$ cat config.mk
export PLATFORM = sky130hd
export DESIGN_NAME = unix_time_to_calendar
export DESIGN_NICKNAME = d
export VERILOG_FILES = /design/src/rtl/u2c_pkg.sv /design/src/rtl/u2c_alu.sv /design/src/rtl/unix_time_to_calendar.sv
export SDC_FILE = /design/constraint.sdc
export NUM_CORES = 2
export LEC_CHECK = 0
export ABC_AREA = 1
export BUFFER_PORTS_ARGS = -buffer_cell sky130_fd_sc_hd__buf_2
export CAP_MARGIN = 30
export CORE_UTILIZATION = 46
export CTS_CLUSTER_DIAMETER = 150
export DETAILED_ROUTE_END_ITERATION = 10
export GPL_ROUTABILITY_DRIVEN = 0
export PLACE_DENSITY_LB_ADDON = 0.15
export REMOVE_ABC_BUFFERS = 1
export SLEW_MARGIN = 10
export SYNTH_ARGS = -nofsm -noshare
export SYNTH_HDL_FRONTEND = slang
export SYNTH_SLANG_ARGS = --single-unit
$ cat constraint.sdc
create_clock -name clock -period 17.64 [get_ports clock]
set_clock_uncertainty 0.15 [all_clocks]
set_input_delay 2.646 -clock clock [delete_from_list [all_inputs] [get_ports clock]]
set_output_delay 2.646 -clock clock [all_outputs]
set_load 0.02 [all_outputs]
$ cat src/rtl/u2c_pkg.sv
// Shared types and constants for the epoch-seconds to calendar converter.
// No dependencies; every module of the block imports this package.
package u2c_pkg;

   // Sequencer states
   typedef enum logic [2:0] {
      ST_IDLE,
      ST_RECIP,
      ST_BACK,
      ST_REM,
      ST_YEAR,
      ST_MONTH,
      ST_LOAD
   } state_type;

   // Which remainder the division passes are producing
   typedef enum logic [1:0] {
      STG_SEC,
      STG_MIN,
      STG_HOUR,
      STG_WDAY
   } stage_type;

   // Shared unit operations
   typedef enum logic {
      ALU_MUL,
      ALU_SUB
   } alu_op_type;

   typedef struct packed {
      logic        ge;
      logic [63:0] val;
   } alu_res_type;

   localparam int unsigned SEC_PER_MIN  = 60;
   localparam int unsigned MIN_PER_HOUR = 60;
   localparam int unsigned HOUR_PER_DAY = 24;
   localparam int unsigned DAY_PER_WEEK = 7;

   // Reciprocals: x / 15 = (x * RECIP_15) >> 35 and x / 3 = (x * RECIP_3) >> 33 for any
   // 32-bit x; x / 7 = (x * RECIP_7) >> 32 for x below 2^30
   localparam logic [31:0] RECIP_15 = 32'h8888_8889;
   localparam logic [31:0] RECIP_3  = 32'hAAAA_AAAB;
   localparam logic [31:0] RECIP_7  = 32'h2492_4925;

   // Epoch day is a Thursday
   localparam logic [15:0] EPOCH_WDAY_OFS = 16'd4;

   localparam logic [11:0] EPOCH_YEAR     = 12'd1970;
   localparam logic [6:0]  EPOCH_YEAR_100 = 7'd70;
   localparam logic [8:0]  EPOCH_YEAR_400 = 9'd370;
   localparam logic [15:0] DAYS_LEAP_YEAR = 16'd366;
   localparam logic [15:0] DAYS_YEAR      = 16'd365;
   localparam logic [3:0]  MONTH_LAST     = 4'd11;

   function automatic logic [4:0] month_len(input logic [3:0] mon, input logic leap);
      logic [4:0] len;
      case (mon)
         4'd0:    len = 5'd31;
         4'd1:    len = leap ? 5'd29 : 5'd28;
         4'd2:    len = 5'd31;
         4'd3:    len = 5'd30;
         4'd4:    len = 5'd31;
         4'd5:    len = 5'd30;
         4'd6:    len = 5'd31;
         4'd7:    len = 5'd31;
         4'd8:    len = 5'd30;
         4'd9:    len = 5'd31;
         4'd10:   len = 5'd30;
         4'd11:   len = 5'd31;
         default: len = 5'd31;
      endcase
      return len;
   endfunction

endpackage

$ cat src/rtl/u2c_alu.sv
// Shared arithmetic unit: one 32 x 32 multiply or one compare-and-subtract.
// Depends on u2c_pkg.
module u2c_alu import u2c_pkg::*; (
   input  alu_op_type  op,
   input  logic [31:0] opa,
   input  logic [31:0] opb,
   output alu_res_type res
);

   logic [63:0] prod;
   logic [32:0] delta;

   always_comb begin
      prod    = {32'd0, opa} * {32'd0, opb};
      delta   = {1'b0, opa} - {1'b0, opb};
      res.ge  = ~delta[32];
      res.val = (op == ALU_MUL) ? prod : {32'd0, delta[31:0]};
   end

endmodule

$ cat src/rtl/unix_time_to_calendar.sv
// Top level of the epoch-seconds to Gregorian date and time converter.
// Depends on u2c_pkg and u2c_alu.
//
//   channel | direction | handshake           | word
//   req_    | in        | req_valid/req_stall | req_epoch_seconds (32b)
//   rsp_    | out       | rsp_valid/rsp_stall | sec, min, hour, weekday, year, month, day
//
// One word at a time: a new word is accepted only in the idle state, after the last
// one has left the load state. The single shared unit sets the pace: three passes
// per division (reciprocal multiply, multiply back, subtract) for four divisions,
// then one pass per whole year since 1970 and one per month.
// Reset clears the sequencer and rsp_valid only.
// A stalled result holds in the output register while the next word is accepted;
// a finished word waits in the load state until the output register frees up.
module unix_time_to_calendar import u2c_pkg::*; (
   input  logic        clock,
   input  logic        reset,
   input  logic        req_valid,
   output logic        req_stall,
   input  logic [31:0] req_epoch_seconds,
   output logic        rsp_valid,
   input  logic        rsp_stall,
   output logic [5:0]  rsp_second_of_minute,
   output logic [5:0]  rsp_minute_of_hour,
   output logic [4:0]  rsp_hour_of_day,
   output logic [2:0]  rsp_weekday,
   output logic [11:0] rsp_year_number,
   output logic [3:0]  rsp_month_number,
   output logic [4:0]  rsp_day_of_month
);

   state_type   state_ff, state_in;
   stage_type   stg_ff, stg_in;

   // working registers
   logic [31:0] num_ff, num_in;     // dividend of the current division
   logic [31:0] quo_ff, quo_in;     // quotient of the current division
   logic [63:0] prod_ff, prod_in;   // last product of the shared unit
   logic [5:0]  sec_ff, sec_in;
   logic [5:0]  min_ff, min_in;
   logic [4:0]  hr_ff, hr_in;
   logic [2:0]  wd_ff, wd_in;
   logic [15:0] days_ff, days_in;
   logic [11:0] year_ff, year_in;
   logic [6:0]  ym100_ff, ym100_in; // year mod 100, tracked alongside year
   logic [8:0]  ym400_ff, ym400_in; // year mod 400
   logic [3:0]  mon_ff, mon_in;

   // output register
   logic        out_valid_ff, out_valid_in;
   logic [5:0]  out_sec_ff;
   logic [5:0]  out_min_ff;
   logic [4:0]  out_hr_ff;
   logic [2:0]  out_wd_ff;
   logic [11:0] out_year_ff;
   logic [3:0]  out_mon_ff;
   logic [4:0]  out_day_ff;
   logic        out_load;

   // shared unit
   alu_op_type  alu_op;
   logic [31:0] alu_opa;
   logic [31:0] alu_opb;
   alu_res_type alu_res;

   // per-division operands
   logic [31:0] div_x;
   logic [31:0] div_recip;
   logic [31:0] div_quo;
   logic [31:0] div_d;

   logic        leap;

   u2c_alu u_alu (
      .op  (alu_op),
      .opa (alu_opa),
      .opb (alu_opb),
      .res (alu_res)
   );

   always_ff @(posedge clock) begin
      if (reset) begin
         state_ff     <= ST_IDLE;
         out_valid_ff <= 1'b0;
      end else begin
         state_ff     <= state_in;
         out_valid_ff <= out_valid_in;
      end
   end

   always_ff @(posedge clock) begin
      stg_ff   <= stg_in;
      num_ff   <= num_in;
      quo_ff   <= quo_in;
      prod_ff  <= prod_in;
      sec_ff   <= sec_in;
      min_ff   <= min_in;
      hr_ff    <= hr_in;
      wd_ff    <= wd_in;
      days_ff  <= days_in;
      year_ff  <= year_in;
      ym100_ff <= ym100_in;
      ym400_ff <= ym400_in;
      mon_ff   <= mon_in;
      if (out_load) begin
         out_sec_ff  <= sec_ff;
         out_min_ff  <= min_ff;
         out_hr_ff   <= hr_ff;
         out_wd_ff   <= wd_ff;
         out_year_ff <= year_ff;
         out_mon_ff  <= mon_ff + 4'd1;
         out_day_ff  <= days_ff[4:0] + 5'd1;
      end
   end

   always_comb begin
      leap = (year_ff[1:0] == 2'd0) && ((ym100_ff != 7'd0) || (ym400_ff == 9'd0));

      // divide by 60 as a shift by 2 then by 15, by 24 as a shift by 3 then by 3
      div_x     = {2'd0, num_ff[31:2]};
      div_recip = RECIP_15;
      div_quo   = {3'd0, prod_ff[63:35]};
      div_d     = 32'(SEC_PER_MIN);
      case (stg_ff)
         STG_MIN: begin
            div_d = 32'(MIN_PER_HOUR);
         end
         STG_HOUR: begin
            div_x     = {3'd0, num_ff[31:3]};
            div_recip = RECIP_3;
            div_quo   = {1'd0, prod_ff[63:33]};
            div_d     = 32'(HOUR_PER_DAY);
         end
         STG_WDAY: begin
            div_x     = num_ff;
            div_recip = RECIP_7;
            div_quo   = prod_ff[63:32];
            div_d     = 32'(DAY_PER_WEEK);
         end
         default: begin
            // seconds keep the values above
         end
      endcase

      state_in  = state_ff;
      stg_in    = stg_ff;
      num_in    = num_ff;
      quo_in    = quo_ff;
      prod_in   = prod_ff;
      sec_in    = sec_ff;
      min_in    = min_ff;
      hr_in     = hr_ff;
      wd_in     = wd_ff;
      days_in   = days_ff;
      year_in   = year_ff;
      ym100_in  = ym100_ff;
      ym400_in  = ym400_ff;
      mon_in    = mon_ff;
      alu_op    = ALU_SUB;
      alu_opa   = 32'd0;
      alu_opb   = 32'd0;
      req_stall = 1'b1;
      out_load  = 1'b0;

      case (state_ff)
         ST_IDLE: begin
            req_stall = 1'b0;
            if (req_valid) begin
               num_in   = req_epoch_seconds;
               stg_in   = STG_SEC;
               state_in = ST_RECIP;
            end
         end
         ST_RECIP: begin
            // multiply by the reciprocal; the quotient sits in the high bits
            alu_op   = ALU_MUL;
            alu_opa  = div_x;
            alu_opb  = div_recip;
            prod_in  = alu_res.val;
            state_in = ST_BACK;
         end
         ST_BACK: begin
            // multiply the quotient back by the divisor
            alu_op   = ALU_MUL;
            alu_opa  = div_quo;
            alu_opb  = div_d;
            quo_in   = div_quo;
            prod_in  = alu_res.val;
            state_in = ST_REM;
         end
         ST_REM: begin
            // remainder is the dividend less quotient times divisor
            alu_op  = ALU_SUB;
            alu_opa = num_ff;
            alu_opb = prod_ff[31:0];
            case (stg_ff)
               STG_SEC: begin
                  sec_in   = alu_res.val[5:0];
                  num_in   = quo_ff;
                  stg_in   = STG_MIN;
                  state_in = ST_RECIP;
               end
               STG_MIN: begin
                  min_in   = alu_res.val[5:0];
                  num_in   = quo_ff;
                  stg_in   = STG_HOUR;
                  state_in = ST_RECIP;
               end
               STG_HOUR: begin
                  // the quotient is the whole-day count; offset it for the weekday
                  hr_in    = alu_res.val[4:0];
                  days_in  = quo_ff[15:0];
                  num_in   = quo_ff + {16'd0, EPOCH_WDAY_OFS};
                  stg_in   = STG_WDAY;
                  state_in = ST_RECIP;
               end
               STG_WDAY: begin
                  wd_in    = alu_res.val[2:0] + 3'd1;
                  year_in  = EPOCH_YEAR;
                  ym100_in = EPOCH_YEAR_100;
                  ym400_in = EPOCH_YEAR_400;
                  state_in = ST_YEAR;
               end
               default: begin
                  state_in = ST_IDLE;
               end
            endcase
         end
         ST_YEAR: begin
            // drop one whole year per pass while the day count covers it
            alu_op  = ALU_SUB;
            alu_opa = {16'd0, days_ff};
            alu_opb = {16'd0, (leap ? DAYS_LEAP_YEAR : DAYS_YEAR)};
            if (alu_res.ge) begin
               days_in  = alu_res.val[15:0];
               year_in  = year_ff + 12'd1;
               ym100_in = (ym100_ff == 7'd99)  ? 7'd0 : ym100_ff + 7'd1;
               ym400_in = (ym400_ff == 9'd399) ? 9'd0 : ym400_ff + 9'd1;
            end else begin
               mon_in   = 4'd0;
               state_in = ST_MONTH;
            end
         end
         ST_MONTH: begin
            alu_op  = ALU_SUB;
            alu_opa = {16'd0, days_ff};
            alu_opb = {27'd0, month_len(mon_ff, leap)};
            if (alu_res.ge) begin
               days_in = alu_res.val[15:0];
            end
            if (!alu_res.ge || (mon_ff == MONTH_LAST)) begin
               state_in = ST_LOAD;
            end else begin
               mon_in = mon_ff + 4'd1;
            end
         end
         ST_LOAD: begin
            // wait here while the previous result is still stalled
            if (!out_valid_ff || !rsp_stall) begin
               out_load = 1'b1;
               state_in = ST_IDLE;
            end
         end
         default: begin
            state_in = ST_IDLE;
         end
      endcase

      if (out_load) begin
         out_valid_in = 1'b1;
      end else if (!rsp_stall) begin
         out_valid_in = 1'b0;
      end else begin
         out_valid_in = out_valid_ff;
      end
   end

   assign rsp_valid            = out_valid_ff;
   assign rsp_second_of_minute = out_sec_ff;
   assign rsp_minute_of_hour   = out_min_ff;
   assign rsp_hour_of_day      = out_hr_ff;
   assign rsp_weekday          = out_wd_ff;
   assign rsp_year_number      = out_year_ff;
   assign rsp_month_number     = out_mon_ff;
   assign rsp_day_of_month     = out_day_ff;

endmodule
==> impl_metrics.py <==
metrics = {
    "outcome": {
        "status": "finished clean",
    },
    "logic_synthesis": {
        "synthArstFlopShare": 0,
        "synthSimpleGateAreaFrac": 0.174,
        "synth.distinct_cells": 55,
        "synth_top_family_by_area": "adder cells",
        "yosysWarnings": 0,
        "syn_inst": 6358,
        "yosys.area_share.xor_xnor": 0.00702,
        "avgSynthCellArea_um2": 7.85,
        "synth_adder_area_share": 0.447,
        "muxShareOfSynthArea": 0,
        "netlist_area_um2": 49900,
        "yosysSeqAreaShare": 0.145,
        "synth-edff-count": 239,
        "synth_compound_area_frac": 0.0662,
        "ys_ff_latch": 243,
        "synth_flop_cell": "edfxtp_1",
    },
    "timing": {
        "grt_setup_unrepaired": "false",
        "hold_viol": 0,
        "period_needed_ns": 10.74,
        "fin_setup_tns_ns": 0,
        "holdWs_ns": 0.266,
        "worst_pin_slew_ns": 1.10,
        "post-route-period-util": 0.609,
        "setup_viol_count_final": 0,
        "maxSlewViolCount": 0,
        "fmaxAchievable_mhz": 93.1,
        "relSlewSlack": 0.265,
        "finalWorstSetupSlack_ns": 6.90,
    },
    "routing": {
        "drt_pre_antenna_iters": 6,
        "vias": 40400,
        "drc_errors": 0,
        "drt_iter0_markers": 3741,
        "wire_per_inst_um": 20.3,
        "finalWirelength_um": 157000,
        "final_antenna_net_count": 0,
        "viasPerCell": 5.24,
    },
    "setup_path": {
        "crit_arrival_ns": 10.91,
        "reg2reg_to": "prod_ff[24]$_DFFE_PP_",
        "rr_worst_depth": 32,
        "ff2ff_setup_slack_ns": 6.90,
        "path_common_cell": "inv_1",
        "critPathCaptureType": "flop",
        "cp_max_fo": 32,
        "cp_slowest_cell": "nor4_2",
        "crit_type": "flop to flop",
        "worstPathRequired_ns": 17.81,
        "crit_path_start": "stg_ff[0]$_SDFFCE_PP0P_",
        "max_stage_delay_ns": 0.91,
        "r2r-start": "stg_ff[0]$_SDFFCE_PP0P_",
        "crit_family": "adder cells",
        "crit_buf_inv": 11,
        "startpoint_type": "flop",
    },
    "die": {
        "start_util": 0.465,
        "fp.dieW_um": 331,
        "die_y_um": 331,
        "io_pins": 79,
        "fp-row-count": 120,
        "coreArea_um2": 107000,
        "die_area_um2": 110000,
    },
    "clocking": {
        "cts-buffers-inserted": 27,
        "clk_latency_ns": 0.59,
        "cts_setup_buffers": 0,
        "cts-root-buf": "clkbuf_16",
        "clock-sinks": 243,
        "path_clk_slew_ns": 0.07,
        "tritoncts": "built",
        "postCtsHoldBufs": 0,
        "htreeDepth": 1,
        "clock_path_buffers": 3,
        "cts_resized": 0,
    },
    "hold_path": {
        "min_to": "rsp_hour_of_day[0]$_DFFE_PP_",
        "hp-class": "flop to flop",
        "min_from": "hr_ff[0]$_DFFE_PP_",
        "holdPathStages": 0,
    },
    "layout": {
        "drive_gt1_frac": 0.0435,
        "fin_util": 0.490,
        "antenna_cells": 0,
        "syn_to_final_growth_pct": 5.44,
        "final_nets": 7577,
    },
    "job": {
        "max_cap_violations": 0,
    },
    "global_route": {
        "grt-ovfl-total": 0,
        "grt_util_all_layers": 0.290,
        "grt_pass1_vias": 41700,
        "grt_max_degree": 75,
        "grt_antenna_before_repair": 4,
        "grt_pass1_wl_um": 246000,
    },
    "placement": {
        "io_buffers": 78,
        "place_hpwl_um": 124000,
        "pre_cts_slack_ns": 7.31,
    },
}
worst reg2reg max path, delay by kind of cell (launching register included):
kind / cells / cell delay, ns
adders and majority gates: 10 / 4.76
and+or+nand+nor: 8 / 2.89
buffers and inverters: 11 / 1.37
AOI/OAI and AO/OA: 3 / 0.90
DFF: 1 / 0.42
cell usage in the layout (no fill, tap or decap), types with 39 or more instances in the layout:
| master | instances |
|---|---|
| a21oi_1 | 216 |
| edfxtp_1 | 239 |
| nand2_1 | 1600 |
| fa_1 | 897 |
| inv_1 | 1818 |
| buf_2 | 79 |
| nand3_1 | 118 |
| nor3_1 | 39 |
| nor2_1 | 350 |
| ha_1 | 346 |
| buf_4 | 73 |
| o21ai_0 | 184 |
through the flow:
step                cell area, um2  instances
global route                 52600       7720
floorplan                    48800       6114
CTS                          52600       7720
global placement             51700       7668
finish                       52600       7720
detailed placement           51800       7672
flip-flops by register name, summed over array words and instances (netlist names), 7 cells and up:
name and count:
days_ff 16, year_ff 12, rsp_year_number 12, ym400_ff 9
num_ff 32, quo_ff 32, ym100_ff 7, prod_ff 64
synth_stat cells, types with 7 or more instances:
cell | instances | area, um2
a21boi_0 | 15 | 113
nand4_1 | 23 | 144
o22ai_1 | 26 | 163
nor3_1 | 39 | 195
or2_2 | 19 | 119
o221ai_1 | 28 | 245
buf_2 | 168 | 841
edfxtp_1 | 239 | 7180
and2_1 | 8 | 50.1
o21ai_1 | 9 | 45.0
nand2_1 | 1600 | 6010
inv_1 | 1819 | 6830
ha_1 | 346 | 4330
clkbuf_1 | 68 | 255
nor4_1 | 7 | 43.8
o211ai_1 | 7 | 52.6
nor2_1 | 352 | 1320
a21oi_1 | 217 | 1090
o21bai_1 | 23 | 173
o21ai_0 | 186 | 931
inv_2 | 19 | 71.3
a31oi_1 | 8 | 50.1
o2111ai_2 | 7 | 105
fa_1 | 897 | 18000
nand3_1 | 119 | 596
xor2_1 | 30 | 263
xnor2_1 | 10 | 87.6
worst max path at each step:
stage                                 to  slack [ns]  cells after the start
2_1_floorplan      prod_ff[26]$_DFFE_PP_        7.33                     25
3_3_place_gp   prod_ff[44]$_SDFFCE_PN0P_        7.05                     31
3_5_place_dp       prod_ff[24]$_DFFE_PP_        7.31                     32
4_1_cts        prod_ff[44]$_SDFFCE_PN0P_        7.26                     32
5_1_grt        prod_ff[44]$_SDFFCE_PN0P_        6.56                     32
6_report           prod_ff[24]$_DFFE_PP_        6.90                     32
metal layers:
metal | global-route usage | wire length [um]
met5 | 0 | 9
met4 | 0.0889 | 5680
met3 | 0.0405 | 12200
met2 | 0.489 | 74400
met1 | 0.388 | 64500
cell type report:
cell class | count | area, um2
repair buffers | 155 | 1020
multi-input cells | 4031 | 34800
clock buffers | 29 | 683
clock inverters | 19 | 149
flip-flops and latches | 243 | 7260
fillers | 10700 | 54700
well taps | 1403 | 1760
inverters | 1840 | 6910
kinds of logic (layout without fill, tap and decap cells):
| family | after synthesis | in the layout |
|---|---|---|
| AO/OA/AOI/OAI | 561 | 561 |
| AND/OR/NAND/NOR | 2187 | 2187 |
| XOR/XNOR | 40 | 40 |
| buffers and inverters | 2084 | 2043 |
| adder cells (fa/ha/maj) | 1243 | 1243 |
| flip-flops | 243 | 243 |
Power is not shown: default switching activity piles up to over one toggle a cycle in this logic, so the estimate is an artifact.
